**config.mk**
```make
export PLATFORM = sky130hd
export DESIGN_NAME = sdc_counter
export DESIGN_NICKNAME = d
export VERILOG_FILES = /design/src/rtl/sdc_pkg.sv /design/src/rtl/sdc_counter.sv
export SDC_FILE = /design/constraint.sdc
export NUM_CORES = 1
export LEC_CHECK = 0
export BUFFER_PORTS_ARGS = -buffer_cell sky130_fd_sc_hd__buf_4
export CAP_MARGIN = 10
export CORE_ASPECT_RATIO = 2
export CORE_MARGIN = 3
export CORE_UTILIZATION = 47
export DETAILED_ROUTE_END_ITERATION = 8
export GPL_TIMING_DRIVEN = 0
export PLACE_DENSITY = 0.74
export SKIP_CTS_REPAIR_TIMING = 1
export SLEW_MARGIN = 10
export SYNTH_ARGS = -nofsm -noshare
export SYNTH_HDL_FRONTEND = slang
export SYNTH_SLANG_ARGS = --single-unit
```
**constraint.sdc**
```tcl
create_clock -name i_clk -period 2.3 [get_ports i_clk]
set_clock_uncertainty 0.05 [all_clocks]
set_input_delay 0.23 -clock i_clk [delete_from_list [all_inputs] [get_ports i_clk]]
set_output_delay 0.23 -clock i_clk [all_outputs]
set_load 0.02 [all_outputs]
```
**src/rtl/sdc_pkg.sv**
```systemverilog
// Package for the sorted duplicate counter: field widths, capacity default,
// and the structs passed between the top level, the sorting cells and the counter.
// No dependencies.
package sdc_pkg;

    localparam int VALUE_W          = 32;
    localparam int DUP_W            = 7;
    localparam int DUP_MAX          = 127;
    localparam int MAX_ELEMENTS_DEF = 64;

    // Broadcast from the top level to every cell of the sorting chain.
    typedef struct packed {
        logic                      ins;
        logic                      drain;
        logic signed [VALUE_W-1:0] value;
    } t_cell_ctrl;

    // What one cell shows to its neighbors.
    typedef struct packed {
        logic signed [VALUE_W-1:0] value;
        logic                      valid;
        logic                      gt;
    } t_cell_link;

    typedef struct packed {
        logic step;
        logic clear;
    } t_cnt_ctrl;

endpackage

```
**src/rtl/sdc_counter.sv**
```systemverilog
// Duplicate counter fed by the head of the sorting chain while it drains.
// Depends on sdc_pkg.
module sdc_counter #(
    parameter int MAX_ELEMENTS = sdc_pkg::MAX_ELEMENTS_DEF
) (
    input  logic                             i_clk,
    input  logic                             i_rst_n,
    input  sdc_pkg::t_cnt_ctrl               i_ctrl,
    input  logic signed [sdc_pkg::VALUE_W-1:0] i_head,
    output logic [sdc_pkg::DUP_W-1:0]        o_dup_count
);
    import sdc_pkg::*;

    localparam int CNT_W = $clog2(MAX_ELEMENTS + 1);
    localparam int CMP_W = (CNT_W > DUP_W) ? CNT_W : DUP_W;

    logic signed [VALUE_W-1:0] r_prev, n_prev;
    logic                      r_prev_valid, n_prev_valid;
    logic                      r_counted, n_counted;
    logic [CNT_W-1:0]          r_count, n_count;
    logic                      w_eq;
    logic [CMP_W-1:0]          w_wide;

    assign w_eq = r_prev_valid && (i_head == r_prev);

    always_comb begin
        n_prev       = r_prev;
        n_prev_valid = r_prev_valid;
        n_counted    = r_counted;
        n_count      = r_count;
        if (i_ctrl.clear) begin
            n_prev_valid = 1'b0;
            n_counted    = 1'b0;
            n_count      = '0;
        end else if (i_ctrl.step) begin
            // The first repeat of a value also counts the element before it.
            if (w_eq) begin
                n_count = r_count + (r_counted ? CNT_W'(1) : CNT_W'(2));
            end
            n_counted    = w_eq;
            n_prev       = i_head;
            n_prev_valid = 1'b1;
        end
    end

    always_ff @(posedge i_clk) begin
        if (!i_rst_n) begin
            r_prev_valid <= 1'b0;
            r_counted    <= 1'b0;
            r_count      <= '0;
        end else begin
            r_prev_valid <= n_prev_valid;
            r_counted    <= n_counted;
            r_count      <= n_count;
        end
    end

    always_ff @(posedge i_clk) begin
        r_prev <= n_prev;
    end

    assign w_wide      = CMP_W'(r_count);
    assign o_dup_count = (w_wide > CMP_W'(DUP_MAX)) ? DUP_W'(DUP_MAX) : DUP_W'(w_wide);

endmodule

```
# Yosys cells after proc, flatten, opt, wreduce, memory -nomap -nowiden
# Cells that the tools add are included.
[totals]
register_bits = 41
output_inout_bits = 7
[classes]
muxes = 2
n_reduce_logical = 4
bitwise = 2
n_lt_le_gt_ge = 1
add_sub_neg = 1
eq_ne = 1
[ops]
columns = ["operator", "n"]
rows = [
  ["equality test 32 bit", 1],
  ["adder 7 x 2 -> 7 bit", 1],
  ["greater-than comparator 7 bit (second input constant)", 1],
  ["2-to-1 mux 7 bit", 1],
  ["AND reduction 2 bit", 2],
  ["2-to-1 mux 2 bit", 1],
  ["NOT 1 bit", 2],
  ["OR reduction 2 bit", 1],
  ["logical AND 1 bit", 1],
]

# Depth between registers and ports, before layout
[logic_depth]
word_depth = 3
ltp_mapped = 6
depth_no_buf = 6

# Worst setup path after synthesis
# Ideal clock, no wire load.
[synth_path]
path_kind = "input to register"
startpoint = "input i_ctrl[0] (netlist name)"
endpoint = "register r_prev[0] (enable)"
path_buffers = 0
stages = 1
arrival_ns = 1.682
t_required_ns = 1.825
setup_slack_ns = 0.142
path_cell_list = "nor2b_1"
[synth_via]
elab_chain_cells = 2
[synth_rtl]
columns = ["element", "line_no", "text"]
rows = [
  ["from (decl)", "sdc_counter.sv:8", "input sdc_pkg::t_cnt_ctrl i_ctrl,"],
  ["NOT 1 bit (no line)", "--", ""],
  ["AND reduction 2 bit (no line)", "--", ""],
  ["to (signal assigned)", "sdc_counter.sv:59", "r_prev <= n_prev;"],
  ["to (decl)", "sdc_counter.sv:17", "logic signed [VALUE_W-1:0] r_prev, n_prev;"],
]
# Every way passes these cells.
# A chain may end at the register's enable or synchronous reset.

# Final worst setup path
[layout_path]
startpoint = "register r_prev[6]"
endpoint = "register r_count[2]"
[layout_via]
elab_chain_cells = 3
[layout_rtl]
columns = ["element", "line_no", "text"]
rows = [
  ["equality test 32 bit", "sdc_counter.sv:24", "assign w_eq = r_prev_valid && (i_head == r_prev);"],
  ["logical AND 1 bit", "sdc_counter.sv:24", ""],
  ["AND reduction 2 bit (no line)", "--", ""],
  ["to (signal assigned)", "sdc_counter.sv:54", "r_count <= n_count;"],
  ["to (decl)", "sdc_counter.sv:20", "logic [CNT_W-1:0] r_count, n_count;"],
]
# Every way passes these cells.

==> metrics.cfg <==
[outcome]
run_status=completed

[placement]
portBuffers=42
placed_cell_area_sq_um=2225
place_worst_setup_slack_ns=0.5632
gp_congestion=0.8142
dp.final_hpwl_microns=2673

[logic_synthesis]
syn_nets=175
netlist.area_leader.share=0.5221
asyncSetResetFlopFracSynth=0
synth.yosys.warnings=0
yosysTopAreaCell=sky130_fd_sc_hd__edfxtp_1
sequential_cell_area_fraction_in_the_yosys_report=0.6200
yosys_register_bits=41
synth_cell_types=23
post_synth.cell_area_avg_sq_um=13.53
netlist_top_cells_area=sky130_fd_sc_hd__edfxtp_1 (52%), sky130_fd_sc_hd__xnor2_1 (15%), sky130_fd_sc_hd__dfxtp_1 (9.8%)
cell_area_after_synthesis_sq_um=1841
synth-main-ff-cell=sky130_fd_sc_hd__edfxtp_1
synth-edff-count=32
syn_inst=136

[setup_path]
cp_cell_sequence=xnor2_1 > nand4_1 > nor4_4 > nand4_1 > mux2i_1
cp_max_fo=6
timing.setup.critical_path_class=register to register
crit_slowest_cell=sky130_fd_sc_hd__nor4_4
timing.critical_path.arrival_ns=1.87
worst_setup_path_start_kind=register
crit_required_ns=2.43
cpPeakStageDelay_ns=0.45
crit_top_cell=sky130_fd_sc_hd__nand4_1
timing.critical_path.to_type=register

[finish]
layout_commonest_cell=sky130_fd_sc_hd__buf_4
postLayoutCellArea_sq_um=2345
area.growth.synth_to_final_pct=27.40
post_route_cells_drive_above_1_share=0.2903
filler_cell_count=316
insertedDiodeCount=0
multi_input_area_sq_um=673.1
regArea_sq_um=1141
nets=224
layout_common_cells=sky130_fd_sc_hd__buf_4 (42), sky130_fd_sc_hd__xnor2_1 (32), sky130_fd_sc_hd__edfxtp_1 (32)

[drt]
vias=1193
wl_microns=3535
via_per_inst=5.077
detailed_router_s_first_iteration_violation_count=35
drtAntennaViolNets=0
drtPass1Iterations=5
drt-wirelength-per-cell_microns=15.04
route.detailed.drc=0

[sta]
maxClockFrequency_mhz=574.0
setup_slack_ns=0.5580
grt_setup_unrepaired=false
totalNegativeSetupSlack_ns=0
final-setup-viol-count=0
slew_violations=0
minimum_clock_period_after_layout_ns=1.742
period_share=0.7574
slew-limit-headroom=0.4130
report.final.hold_viol_count=0
transition_time_at_the_pin_with_the_least_slew_margin_ns=0.8786

[global_route]
grtUsageTotal=0.1592
number_of_global_route_vias_before_repair=1238
grt_pass1_wl_microns=5561
grt_antenna_before_repair=0
grt_max_degree=33
grt-ovfl-total=0

[die]
io_pins=43
placeable_core_region_sq_um=3685
floorplan.die_area_sq_um=4749
num_rows=31
die_width_microns=50.25
starting_density_of_the_core=0.4995
floorplan.die.height_microns=94.50

[cts]
h-tree-depth=2
maximum_number_of_buffers_from_clock_root_to_sink=2
cts.sink_count=41
insertion_delay_ns=0.29
cts_inserted_buffers=5
clk_pin_slew_worst_paths_ns=0.08
clockRootBuffer=sky130_fd_sc_hd__clkbuf_8
tritoncts_clock_tree=done

[pwr]
worst_ir_drop_vdd_v=0.0005608
power.density_nw_per_um2=686.9
report.power.total_mw=1.611
power.leakage_nw=0.8816

[job]
drv.max_cap_violation_count=0

[worst_hold_path]
min_path_type=input port to register

[per-stage QoR]
| step | std cells | hold WS (ns) | util |
|---|---|---|---|
| floorplan | 136 | 0.2789 | - |
| global placement | 227 | 0.3748 | 0.6017 |
| detailed placement | 227 | 0.3761 | 0.6037 |
| CTS | 235 | 0.06876 | 0.6363 |
| global route | 235 | 0.06526 | 0.6363 |
| finish | 235 | 0.07725 | 0.6363 |
[kinds of logic after synthesis]
logic type,Yosys count,share of synthesized area
adder cells (fa/ha/maj),3,0.02447
flip-flops,41,0.6200
XOR/XNOR,32,0.1523
AO/OA/AOI/OAI,3,0.01224
multiplexers,7,0.03807
AND/OR/NAND/NOR,41,0.1346
buffers and inverters,9,0.01835
[flip-flops by register name, indices dropped and copies added, names as in the netlist]
name and count:
r_count 7, r_counted 1, r_prev_valid 1, r_prev 32
[cell type report]
type	count	area share
buffer	8	0.01281
clock buffer	6	0.03522
clock inverter	2	0.01601
inverter	1	0.001601
multi-input combinational	86	0.2871
sequential	41	0.4867
tap	49	0.02615
timing repair buffer	42	0.1345
[critical path: cells and delay by family, from the launching register on]
family / cells / cell delay (ns)
and+or+nand+nor: 3 / 0.83
muxes: 1 / 0.15
xor gates and xnor gates: 1 / 0.18
DFF: 1 / 0.42
[final timing paths]
check	start	endpoint	slack [ns]	cells after the start
setup / recovery	r_prev[6]$_DFFE_PP_	r_count[2]$_SDFFE_PP0P_	0.56	5
setup reg to reg	r_prev[6]$_DFFE_PP_	r_count[2]$_SDFFE_PP0P_	0.56	5
hold / removal	i_head[19]	r_prev[19]$_DFFE_PP_	0.08	1
hold reg to reg	r_prev_valid$_SDFFE_PP0P_	r_prev_valid$_SDFFE_PP0P_	0.41	1
[Yosys cell counts, types with 2 or more instances]
| master | instances |
|---|---|
| sky130_fd_sc_hd__edfxtp_1 | 32 |
| sky130_fd_sc_hd__xnor2_1 | 32 |
| sky130_fd_sc_hd__nand4_1 | 12 |
| sky130_fd_sc_hd__nand2_1 | 10 |
| sky130_fd_sc_hd__dfxtp_1 | 9 |
| sky130_fd_sc_hd__clkbuf_1 | 8 |
| sky130_fd_sc_hd__mux2i_1 | 7 |
| sky130_fd_sc_hd__nand2b_1 | 6 |
| sky130_fd_sc_hd__nand3_1 | 3 |
| sky130_fd_sc_hd__ha_1 | 2 |
| sky130_fd_sc_hd__nor2_1 | 2 |
| sky130_fd_sc_hd__nor2b_1 | 2 |
[where the power goes]
group          leakage, nW  switching [mW]  total (mW)  internal [mW]
Combinational        0.451          0.0625       0.149         0.0869
Sequential           0.373          0.0192       0.862          0.843
Clock               0.0574           0.246       0.599          0.353
[metal layers]
layer | wire length [microns] | track usage
met1 | 1277 | 0.1571
met2 | 2037 | 0.3035
met3 | 179 | 0.03633
met4 | 40 | 0.06928
met5 | 0 | 0
(Power assumes the default switching activity.)
