<file path="src/rtl/sdc_pkg.sv">
// Package for the sorted duplicate counter: field widths, capacity default,
// and the structs passed between the top level, the sorting cells and the counter.
// No dependencies.
package sdc_pkg;

    localparam int VALUE_W          = 32;
    localparam int DUP_W            = 7;
    localparam int DUP_MAX          = 127;
    localparam int MAX_ELEMENTS_DEF = 64;

    // Broadcast from the top level to every cell of the sorting chain.
    typedef struct packed {
        logic                      ins;
        logic                      drain;
        logic signed [VALUE_W-1:0] value;
    } t_cell_ctrl;

    // What one cell shows to its neighbors.
    typedef struct packed {
        logic signed [VALUE_W-1:0] value;
        logic                      valid;
        logic                      gt;
    } t_cell_link;

    typedef struct packed {
        logic step;
        logic clear;
    } t_cnt_ctrl;

endpackage

</file>
<file path="src/rtl/sdc_cell.sv">
// One cell of the systolic insertion-sort chain.
// Depends on sdc_pkg.
module sdc_cell (
    input  logic                i_clk,
    input  logic                i_rst_n,
    input  sdc_pkg::t_cell_ctrl i_ctrl,
    input  sdc_pkg::t_cell_link i_left,
    input  sdc_pkg::t_cell_link i_right,
    output sdc_pkg::t_cell_link o_link
);
    import sdc_pkg::*;

    logic signed [VALUE_W-1:0] r_value, n_value;
    logic                      r_valid, n_valid;
    logic                      w_gt;

    // An empty cell counts as holding a value above everything, but only
    // the first empty cell (left neighbor occupied) takes part in an insert.
    assign w_gt   = r_valid && ($signed(r_value) > $signed(i_ctrl.value));
    assign o_link = '{value: r_value, valid: r_valid, gt: w_gt};

    always_comb begin
        n_value = r_value;
        n_valid = r_valid;
        if (i_ctrl.drain) begin
            n_value = i_right.value;
            n_valid = i_right.valid;
        end else if (i_ctrl.ins && (w_gt || (!r_valid && i_left.valid))) begin
            // Either the left neighbor moves in, or the new value lands here.
            n_value = i_left.gt ? i_left.value : i_ctrl.value;
            n_valid = 1'b1;
        end
    end

    always_ff @(posedge i_clk) begin
        if (!i_rst_n) begin
            r_valid <= 1'b0;
        end else begin
            r_valid <= n_valid;
        end
    end

    always_ff @(posedge i_clk) begin
        r_value <= n_value;
    end

endmodule

</file>
<file path="config.mk">
export PLATFORM = sky130hd
export DESIGN_NAME = sdc_cell
export DESIGN_NICKNAME = d
export VERILOG_FILES = /design/src/rtl/sdc_pkg.sv /design/src/rtl/sdc_cell.sv
export SDC_FILE = /design/constraint.sdc
export NUM_CORES = 1
export LEC_CHECK = 0
export BUFFER_PORTS_ARGS = -buffer_cell sky130_fd_sc_hd__buf_4
export CORE_ASPECT_RATIO = 0.5
export CORE_MARGIN = 3
export CORE_UTILIZATION = 41
export DETAILED_ROUTE_END_ITERATION = 10
export PLACE_DENSITY = 0.74
export REMOVE_ABC_BUFFERS = 1
export SYNTH_ARGS = -nofsm -noshare
export SYNTH_HDL_FRONTEND = slang
export SYNTH_SLANG_ARGS = --single-unit
export TNS_END_PERCENT = 100
</file>
<file path="constraint.sdc">
create_clock -name i_clk -period 2.8 [get_ports i_clk]
set_clock_uncertainty 0.1 [all_clocks]
set_input_delay 0.28 -clock i_clk [delete_from_list [all_inputs] [get_ports i_clk]]
set_output_delay 0.28 -clock i_clk [all_outputs]
set_load 0.005 [all_outputs]
</file>
Word level (Yosys, flattened, before mapping)

Cells that the tools add are included.

Register bits after elaboration: 33
Output and inout bits: 34
Word-level logic and storage cells: 14

$lt $le $gt $ge: 1
Mux-type cells: 5
Reduce and logical (&&, ||, !) cells: 6

Operator list:

| kind              | count |
|---|---|
| $mux 32           | 3 |
| $gt 32x32->1      | 1 |
| $logic_and 1x1->1 | 3 |
| $mux 1            | 2 |
| $reduce_bool 2->1 | 1 |
| $logic_not 1->1   | 1 |
| $logic_or 1x1->1  | 1 |

Depth between registers and ports, before layout

Gate-level depths: netlist of the first run.

Depth in word-level cells: 6
Mapped depth: 9
Mapped depth without buffers: 8

Worst setup path before layout of the first run

No wires, ideal clock.

Path type: register -> register
Start point: register r_value[14]
End point: register r_value[0] (enable)
Library setup time: 0.479 ns
Arrival time: 2.224 ns
Setup slack: -0.003 ns
Cell stages (with the launch flop): 8
Buffers on the path: 0
Path through: edfxtp_1 ha_1 nand4_2 nor4_2 a31oi_1 and3_4 a211oi_2 nand2_1

Cells in the longest elaborated chain, start to end: 5

Ends and longest elaborated chain:

| what                        | RTL line       | source |
|---|---|---|
| from (decl)                 | sdc_cell.sv:13 | `logic signed [VALUE_W-1:0] r_value, n_value;` |
| from (signal assigned)      | sdc_cell.sv:44 | `r_value <= n_value;` |
| $gt 32x32->1                | sdc_cell.sv:19 | `assign w_gt = r_valid && ($signed(r_value) > $signed(i_ctrl.value));` |
| $logic_and 1x1->1           | sdc_cell.sv:19 |  |
| $logic_or 1x1->1            | sdc_cell.sv:28 | `end else if (i_ctrl.ins && (w_gt \|\| (!r_valid && i_left.valid))) begin` |
| $logic_and 1x1->1           | sdc_cell.sv:28 |  |
| $reduce_bool 2->1 (no line) | --             |  |

No other way between the ends.
A chain may end at the register's enable or synchronous reset.

==> results of run 1 <==
==> layer usage <==
layer / global-route usage / up-vias
met4: 0.0434 / 0
met1: 0.210 / 1161
met3: 0.0488 / 6
li1: - / 1249
met5: 0 / -
met2: 0.393 / 66
==> flip-flops by register name (all words and copies together), names as in the netlist <==
name     count
r_valid      1
r_value     32
==> synth_stat cells, drive strengths merged <==
cell type,number
nor3,2
nand3,2
nand4,7
a211oi,2
clkbuf,8
buf,5
dfxtp,1
nand2b,1
edfxtp,32
a221oi,1
o21ai,38
ha,32
a2bb2oi,1
a21boi,1
nand2,43
nor4,1
inv,34
nand3b,1
a21oi,13
a2111o,1
mux2i,32
and3,1
o211ai,2
or3,1
a22oi,1
a31oi,3
nor2,4
nor2b,1
==> repair_timing <==
| item | CTS | global route |
|---|---|---|
| gates resized for setup | 0 | 19 |
| endpoints found under the setup margin | 1 | 33 |
| pin swaps | 1 | 9 |
| hold endpoints to repair | 0 | 0 |
| setup buffers | 1 | 7 |
==> power by group <==
| group | internal [mW] | switching (mW) | total [mW] |
|---|---|---|---|
| registers | 0.612 | 0.0351 | 0.647 |
| logic | 0.294 | 0.235 | 0.530 |
| clock network | 0.355 | 0.198 | 0.553 |
| total | 1.26 | 0.469 | 1.73 |
==> cells by family (layout without fill, tap and decap cells) <==
logic type / count (synthesis) / after routing
buffers and inverters: 47 / 188
and+or+nand+nor: 64 / 64
adders and majority gates: 32 / 32
AOI/OAI and AO/OA: 63 / 63
DFF: 33 / 33
muxes: 32 / 32
==> worst register-to-register path: stages (launching register included) <==
cell and delay [ns]:
edfxtp_1 0.40, ha_1 0.33, nand4_1 0.19, nor4_2 0.32
a31oi_1 0.17, and3_4 0.22, a211oi_2 0.25, nand2_1 0.10
buf_4 0.23
==> how the worst max path moves through the flow <==
stage | end | slack, ns | depth (start not counted)
finish | o_link[0] | 0.08 | 8
global route | o_link[0] | -0.04 | 8
CTS | o_link[0] | 0.02 | 8
detailed placement | r_value[4]$_DFFE_PP_ | 0.21 | 10
global placement | r_value[4]$_DFFE_PP_ | 0.37 | 10
floorplan | r_value[0]$_DFFE_PP_ | -0.002 | 7
==> cell type report <==
cell class / count / area (µm²)
fillers: 449 / 1780
well taps: 84 / 105
inverters: 34 / 128
flip-flops and latches: 33 / 981
multi-input cells: 191 / 1490
repair buffers: 146 / 1100
clock buffers: 8 / 146
==> stage by stage <==
step | power, mW | util | instances
after floorplan | 0.849 | - | 258
after global placement | 1.11 | 0.633 | 480
after detailed placement | 1.13 | 0.633 | 480
after CTS | 1.69 | 0.660 | 489
after global routing | 1.83 | 0.689 | 496
final | 1.73 | 0.689 | 496
==> placed cells by master (no fill, tap or decap) <==
cell       count
o21ai_0       35
a31oi_1        2
and3_4         1
a21oi_2        1
inv_1         34
a221oi_2       1
clkbuf_8       1
clkbuf_16      5
o211ai_1       2
mux2i_1       32
a22oi_2        1
a31oi_2        1
nand4_1        6
a21boi_2       1
ha_1          26
clkbuf_1       2
a211oi_2       1
or3_4          1
o21ai_1        3
nor2_4         1
ha_4           6
nor2b_1        1
dfxtp_1        1
a2111o_1       1
a2bb2oi_1      1
nand3b_1       1
buf_4        146
nand2_1       43
edfxtp_1      32
nand2b_1       1
a211oi_1       1
nor3_2         2
nor4_2         1
nor2_1         3
nand3_1        2
a21oi_1       12
nand4_2        1
==> results.md, run 1 <==
- DR vias: 2,482
- M1 wire length: between 2000 and 3000 µm
- Highest metal used: met4
- Tmin final: roughly 2.7 ns
- Mapped cell area: roughly 0.0025 mm²
- Distinct cells, synth: 31
- Antenna violations before repair: 0
- Met2 wire length: between 4000 and 5000 µm
- Fmax: 367 MHz
- CTS Sinks: 33
- Hold Buf Count CTS: 0
- Fin crit share: 0.972
- Gr ovfl total: 0
- Initial cell density of the core: 0.444
- Bufs on Longest Clock Path: 2
- Simple-Gate Fraction of Synth Area: 0.117
- Synth Area in Compound Gates: 0.141
- Post-Synth XOR/XNOR Area: 0
- Dpl cell area: around 0.0036 mm²
- Hold slack final: between 0.15 and 0.2 ns
- Routed Antenna Nets: 0
- Worst Hold Path EP: r_valid$_SDFFE_PN0P_
- Port bufs: 136
- Hold_sp: i_rst_n
- CTS clk-pin slew, worst paths: approximately 0.05 ns
- Worst skew pair latency: about 0.27 ns
- Yosys top cell area share: 0.378
- Layout cells sized above 1: 0.415
- H-tree Lvls: 2
- Reg2reg start: r_value[11]$_DFFE_PP_
- Inserted Diodes: 0
- Endpoints failing setup: 0
- CP Launch Type: flip-flop
- Number of CTS-inserted buffers: 5
- Design area: approximately 0.004 mm²
- Via density: between 5 and 6
- Main combinational cell family by area after synthesis: adder cells
- Critical Path RT: 2.42 ns
- I/O pin count: 138
- Register area share after synthesis: 0.385
- CTS tree: done
- Die Ht: 61.7 µm
- WS Path Type: flip-flop to output port
- Synth Instances: ~270
- Dominant cells by area after synthesis: edfxtp_1 38%, ha_1 16%, mux2i_1 13%
- Max_cap viols: 0
- Met3 WL post-DR: approximately 340 µm
- Post-Synth Adder-Cell Area: 0.157
- Global-route wire length before repair: about 11,000 µm
- Die width: 117 µm
- Min-Delay Path Depth: 3
- Worst min path class: primary input to flip-flop
- Crit path capture type: output port
- Area Overhead vs Synth: 55.2%
- Max Slew Vio Count: 0
- Number of synthesized register bits: 33
- Die Footprint: between 0.007 and 0.008 mm²
- P_leak: 1.94 nW
- Core ar.: approximately 0.0057 mm²
- Slew HR: 0.623
- Post-Route WL: approximately 7600 µm
- Pin count of the biggest net entering global routing: 67
- Drc violations: 0
- GP Congestion: ~0.74
- CP max-delay cell: or3_4
- R2R Setup Slk: 0.22 ns
- TNS Setup: 0 ns
- Vias in the first global route: 2,440
- Final Hold Viols: 0
- Cell family contributing the most delay on the critical path: simple AND/OR/NAND/NOR gates
- Dpl hpwl: roughly 5800 µm
- Yosys top cell by area: edfxtp_1
- Post-synthesis mux area share: 0.126
- Wirelength per Cell: roughly 15 µm
- Ys Warns: 0
- Iter 0 DRT Violations: around 100
- PnR worst setup slack: around 0.08 ns
- Pre-CTS setup slack: roughly 0.21 ns
- Actual slew at the worst max-slew pin: roughly 0.57 ns
- Worst path max stage delay: around 0.43 ns
- Clock root buffer: clkbuf_16
- Worst vdd ir: approximately 0.25 mV
- Sequence of cells on the critical path: ha_1 > nand4_1 > nor3_2 > a22oi_2 > o211ai_1 > or3_4 > a21boi_2 > buf_4
- Outcome: finished, final reports clean
- Final net count: between 500 and 600
- CP arrival: ~2.3 ns
- Syn Area/Cell: roughly 9.4 µm²
- Gr usage total: 0.192
- Critical R2R Capture: r_value[15]$_DFFE_PP_
- PD cells: 438 mW/mm²
- CP Launch Point: r_value[24]$_DFFE_PP_
- CP max FO: 3
- 1st-pass router iterations: 4
- Buf/Inv on CP: 1
- Core Rows: 19
- Worst r2r path cells: 8
(Power assumes the default switching activity.)
==> inputs of run 2 (changes only) <==
Settings changed: SETUP_SLACK_MARGIN from default to 0.1.
==> run 2 against run 1 <==
  * Via count grew 3.3%
  * Hold slack gained 0.0018 ns
  * Critical path depth is the same
  * Die area is the same
  * Cell count grew 1.8%
  * Setup slack lost 0.043 ns
==> results.md, run 2 (synthesized netlist as in run 1, its figures left out) <==
- Fin crit share: 0.987 (+0.0154)
- Most frequent cells in the layout: 153 x buf_4, 42 x nand2_1, 34 x inv_1, 34 x o21ai_0
- Port bufs: 136 (unchanged)
- Final Hold Viols: 0 (unchanged)
- Vias in the first global route: 2,473 (+1.4%)
- Area Overhead vs Synth: 64.3%
- Global-route wire length before repair: 11,300 µm (+2.0%)
- CTS tree: done
- WS Path Type: flip-flop to output port
- Tmin final: 2.76 ns (+0.0431 ns)
- Internal: 1.31 mW (+3.6%)
- Inserted Diodes: 0 (unchanged)
- Max Slew Vio Count: 0 (unchanged)
- # fillers: 415 (-7.6%)
- CP max FO: 3 (unchanged)
- Wirelength per Cell: 16.1 µm (+5.5%)
- 1st-pass router iterations: 4 (unchanged)
- Pin count of the biggest net entering global routing: 67 (unchanged)
- Core Rows: 19 (unchanged)
- Via density: 5.08 (+1.4%)
- H-tree Lvls: 2 (unchanged)
- Switch Pwr: 0.500 mW (+6.7%)
- CP Launch Type: flip-flop
- Max_cap viols: 0 (unchanged)
- P_leak: 1.99 nW (+2.8%)
- Hold_sp: i_rst_n
- CP Launch Point: r_value[21]$_DFFE_PP_
- PD cells: 432 mW/mm² (-1.3%)
- Clock root buffer: clkbuf_16
- Number of CTS-inserted buffers: 5 (unchanged)
- Die Footprint: 0.00725 mm² (unchanged)
- Initial cell density of the core: 0.444 (unchanged)
- Bufs on Longest Clock Path: 2 (unchanged)
- Die width: 117 µm (unchanged)
- Outcome: finished, final reports clean
- Routed Antenna Nets: 0 (unchanged)
- Most common cell after layout, fill and taps aside: buf_4
- Reg power frac: 0.362 (-0.012)
- CTS Sinks: 33 (unchanged)
- R2R Setup Slk: 0.08 ns (-0.14 ns)
- Crit path capture type: output port
- Final net count: 556 (+1.6%)
- Worst vdd ir: 0.243 mV (-1.6%)
- Die Ht: 61.7 µm (unchanged)
- Drc violations: 0 (unchanged)
- Reg2reg start: r_value[31]$_DFFE_PP_
- Layout cells sized above 1: 0.466 (+0.0505)
- Fmax: 362 MHz (-1.6%)
- Worst r2r path cells: 9 (+1)
- Antenna violations before repair: 0 (unchanged)
- Largest regs: r_value: 32 flops, r_valid: 1 flops
- Actual slew at the worst max-slew pin: 0.571 ns (+0.00519 ns)
- Worst skew pair latency: 0.27 ns (about the same)
- Post-Route WL: 8150 µm (+7.4%)
- Endpoints failing setup: 0 (unchanged)
- Slew HR: 0.619 (-0.00346)
- Max reg flops: 32 (unchanged)
- CTS clk-pin slew, worst paths: 0.05 ns (about the same)
- DR vias: 2,563 (+3.3%)
- Gr usage total: 0.196 (+0.00391)
- Dpl hpwl: 5750 µm (unchanged)
- Worst min path class: primary input to flip-flop
- Sw Share: 0.277 (+0.00592)
- Dpl cell area: 0.00363 mm² (unchanged)
- Largest register by flop count: r_value
- Critical Path RT: 2.42 ns (about the same)
- Combinational fraction of design power: 0.333 (+0.027)
- Clk pwr share: 0.305 (-0.015)
- GP Congestion: 0.737 (unchanged)
- Finished Core Util: 0.730 (+0.0404)
- Design area: 0.00418 mm² (+5.9%)
- Min-Delay Path Depth: 3 (unchanged)
- I/O pin count: 138 (unchanged)
- CP arrival: 2.38 ns (+0.04 ns)
- Iter 0 DRT Violations: 98 (-4.9%)
- RSZ-0062 raised after global routing: true
- Gr ovfl total: 0 (unchanged)
- Core ar.: 0.00573 mm² (unchanged)
==> run 2: cell count changes in the layout (fill, tap and decap cells not counted), moves of 4 or more <==
cell     change
buf_4        +7
a21oi_2      +4
a21oi_1      -4
ha_4         +9
ha_1         -9
==> run 2: timing repair <==
action	CTS	global route
pin swaps	5	17
endpoints found under the setup margin	1	33
hold buffers	0	0
gates resized for setup	4	36
buffers inserted	4	13
==> run 2: layer usage <==
layer	global-route usage	wire length, µm	part of all wire	vias up
met2	0.407	4670	0.57	65
met4	0.0451	74	0.0091	0
met3	0.0497	315	0.039	6
li1	-	-	-	1267
met5	0	0	0	-
met1	0.210	3080	0.38	1225
==> run 2: worst max-delay path, stage by stage, from the launching register on <==
cell and delay (ns):
edfxtp_1 0.40, ha_1 0.31, a21oi_1 0.19, o21ai_1 0.12
a22oi_1 0.16, o211ai_1 0.20, or3_4 0.43, a21boi_2 0.15
buf_4 0.14
==> run 2: worst paths after layout <==
check | endpoint
setup / recovery | o_link[0]
hold / removal | r_valid$_SDFFE_PN0P_
setup reg to reg | r_value[4]$_DFFE_PP_
hold reg to reg | r_valid$_SDFFE_PN0P_
==> run 2: layout make-up <==
cell class / instances / area (µm²) / share of cell area
multi-input combinational: 191 / 1650 / 0.394
timing repair buffer: 155 / 1170 / 0.281
sequential: 33 / 981 / 0.235
inverter: 34 / 128 / 0.0305
clock buffer: 8 / 146 / 0.0350
tap: 84 / 105 / 0.0251
==> run 2: metrics by stage <==
step           setup TNS, ns  cells  worst slack (ns)  hold WS, ns  power [mW]
2_1_floorplan        -0.0791    258          -0.00247        0.318       0.849
3_3_place_gp               0    480             0.365        0.385        1.11
3_5_place_dp               0    480             0.213        0.423        1.13
4_1_cts                    0    492             0.103        0.159        1.70
5_1_grt               -0.123    505           -0.0110        0.161        1.91
6_report                   0    505            0.0355        0.173        1.81
==> run 2: power groups by stage <==
stage / Clock [mW] / Sequential [mW] / Combinational (mW)
after floorplan: 0 / 0.653 / 0.196
after CTS: 0.560 / 0.643 / 0.496
after global placement: 0 / 0.649 / 0.461
final: 0.551 / 0.653 / 0.602
after global routing: 0.590 / 0.659 / 0.663
after detailed placement: 0 / 0.652 / 0.477
==> inputs of run 3 (changes only) <==
Settings changed: CORE_UTILIZATION 41 to 49, PLACE_DENSITY 0.74 to 0.84.
Clock period 2.8 ns to 3.3 ns, I/O delays scaled along.
==> run 3 against run 2 <==
  * Die area fell by 15%
  * Sequential share of layout area rose by 3.1 points
  * Clock power is 38% lower
  * Cell count decreased by 7.1%
  * Global-route usage rose by 4.4 points
  * Design area shrank 12%
  * First-iteration DRC count shrank 14%
==> results.md, run 3 (synthesized netlist as in run 1, its figures left out) <==
- Setup bufs post-CTS: 0 (-4)
- Max reg flops: 32 (unchanged)
- Gr usage total: 0.240 (+0.0441)
- Max Slew Vio Count: 0 (unchanged)
- Wirelength per Cell: 15.9 µm (-1.4%)
- Hold slack final: 0.195 ns (+0.0219 ns)
- 1st-pass router iterations: 4 (unchanged)
- Fin crit share: 0.872
- Worst r2r path cells: 8 (-1)
- Port bufs: 136 (unchanged)
- Bufs on Longest Clock Path: 2 (unchanged)
- Most common cell after layout, fill and taps aside: buf_4
- CTS clk-pin slew, worst paths: 0.07 ns (+0.02 ns)
- P_leak: 1.88 nW (-5.8%)
- Largest register by flop count: r_value
- Sequence of cells on the critical path: ha_1 > nand4_1 > nor2_1 > a22oi_1 > o211ai_1 > or3_1 > a21boi_1 > buf_4
- CTS Sinks: 33 (unchanged)
- Initial cell density of the core: 0.541 (+0.0972)
- Worst vdd ir: 0.182 mV (-25%)
- Final Hold Viols: 0 (unchanged)
- Vias in the first global route: 2,604 (+5.3%)
- Placed insts: 461 (-4.0%)
- DR vias: 2,505 (-2.3%)
- Via density: 5.34 (+5.2%)
- TNS Setup: 0 ns (unchanged)
- CP max FO: 6 (+3)
- Min-Delay Path Depth: 3 (unchanged)
- Die Footprint: 0.00615 mm² (-15%)
- Outcome: finished, final reports clean
- Endpoints failing setup: 0 (unchanged)
- Worst min path class: primary input to flip-flop
- Crit path capture type: output port
- Worst path max stage delay: 0.42 ns (about the same)
- H-tree Lvls: 2 (unchanged)
- CP arrival: 2.45 ns (+0.07 ns)
- Cts repair resizes: 0 (-4)
- Routed Antenna Nets: 0 (unchanged)
- Iter 0 DRT Violations: 84 (-14%)
- Cell family contributing the most delay on the critical path: simple AND/OR/NAND/NOR gates
- Critical Path RT: 2.87 ns (+0.45 ns)
- Drc violations: 0 (unchanged)
- GP Congestion: 0.800 (+8.5%)
- Slew HR: 0.614 (-0.00490)
- Die Ht: 57.0 µm (-7.7%)
- CTS tree: done
- I/O pin count: 138 (unchanged)
- Core ar.: 0.00470 mm² (-18%)
- Core Rows: 17 (-2)
- Antenna violations before repair: 0 (unchanged)
- CP max-delay cell: edfxtp_1
- Largest regs: r_value: 32 flops, r_valid: 1 flops
- Tmin final: 2.88 ns
- Number of CTS-inserted buffers: 5 (unchanged)
- WS Path Type: flip-flop to output port
- Post-Layout Cell Count: 469 (-7.1%)
- Max_cap viols: 0 (unchanged)
- Pin count of the biggest net entering global routing: 67 (unchanged)
- Post-Route WL: 7460 µm (-8.4%)
- Buf/Inv on CP: 1 (unchanged)
- PD cells: 351 mW/mm² (-19%)
- Most frequent cells in the layout: 137 x buf_4, 43 x nand2_1, 38 x o21ai_0, 34 x inv_1
- Dpl hpwl: 5720 µm (-0.65%)
- Actual slew at the worst max-slew pin: 0.578 ns (+0.00735 ns)
- Hold Buf Count CTS: 0 (unchanged)
- Worst skew pair latency: 0.28 ns (about the same)
- WP depth: 8 (unchanged)
- Layout cells sized above 1: 0.372 (-0.0933)
- Global-route wire length before repair: 11,600 µm (+2.6%)
- Inserted Diodes: 0 (unchanged)
- Clock root buffer: clkbuf_8
- Die width: 108 µm (-8.1%)
- Final net count: 538 (-3.2%)
- Area Overhead vs Synth: 45.3%
- Fmax: roughly 350 MHz
- RSZ-0062 raised after global routing: false
- Gr ovfl total: 0 (unchanged)
- # fillers: 322 (-22%)
- CP Launch Type: flip-flop
run 3: cell types whose count changed in the layout (fill, tap and decap cells not counted), moves of 3 or more:
cell | before | now
buf_4 | 153 | 137
ha_1 | 17 | 32
ha_4 | 15 | 0
clkbuf_8 | 1 | 7
a21oi_1 | 8 | 13
a21oi_2 | 5 | 0
clkbuf_16 | 5 | 0
o21ai_0 | 34 | 38
o21ai_1 | 3 | 0
run 3: power breakdown:
group,switching [mW],internal [mW],total [mW]
Clock,0.151,0.189,0.339
Combinational,0.190,0.222,0.412
Sequential,0.0276,0.518,0.546
run 3: final cells by class:
| cell class | instances | area, µm² | area share |
|---|---|---|---|
| repair buffers | 137 | 1030 | 0.278 |
| clock buffers | 7 | 96.3 | 0.0261 |
| flip-flops and latches | 33 | 981 | 0.265 |
| inverters | 34 | 128 | 0.0345 |
| well taps | 66 | 82.6 | 0.0223 |
| clock inverters | 1 | 5.00 | 0.00135 |
| multi-input cells | 191 | 1380 | 0.372 |
run 3: metrics by stage:
step / power, mW / utilization / setup WS [ns] / cell area [µm²]
final: 1.30 / 0.787 / 0.423 / 3700
after global routing: 1.37 / 0.787 / 0.261 / 3700
after CTS: 1.31 / 0.787 / 0.477 / 3700
after detailed placement: 0.960 / 0.765 / 0.582 / 3600
after global placement: 0.936 / 0.765 / 0.711 / 3600
after floorplan: 0.720 / - / 0.498 / 2480
run 3: path summary, 6_finish.rpt:
check	slack (ns)	from	end
worst max register to register	0.54	r_value[23]$_DFFE_PP_	r_value[17]$_DFFE_PP_
worst min register to register	0.42	r_valid$_SDFFE_PN0P_	r_valid$_SDFFE_PN0P_
worst max-delay path	0.42	r_value[31]$_DFFE_PP_	o_link[0]
worst min-delay path	0.20	i_rst_n	r_valid$_SDFFE_PN0P_
run 3: tightest hold or removal path, cell delays in order:
cell and delay (ns):
buf_4 0.11, o21ai_0 0.06, a31oi_1 0.04
run 3: metal layers:
| metal | track usage | vias to the layer above | part of all wire |
|---|---|---|---|
| li1 | - | 1226 | - |
| met1 | 0.262 | 1154 | 0.38 |
| met2 | 0.445 | 97 | 0.53 |
| met3 | 0.0531 | 28 | 0.054 |
| met4 | 0.117 | 0 | 0.038 |
| met5 | 0 | - | 0 |
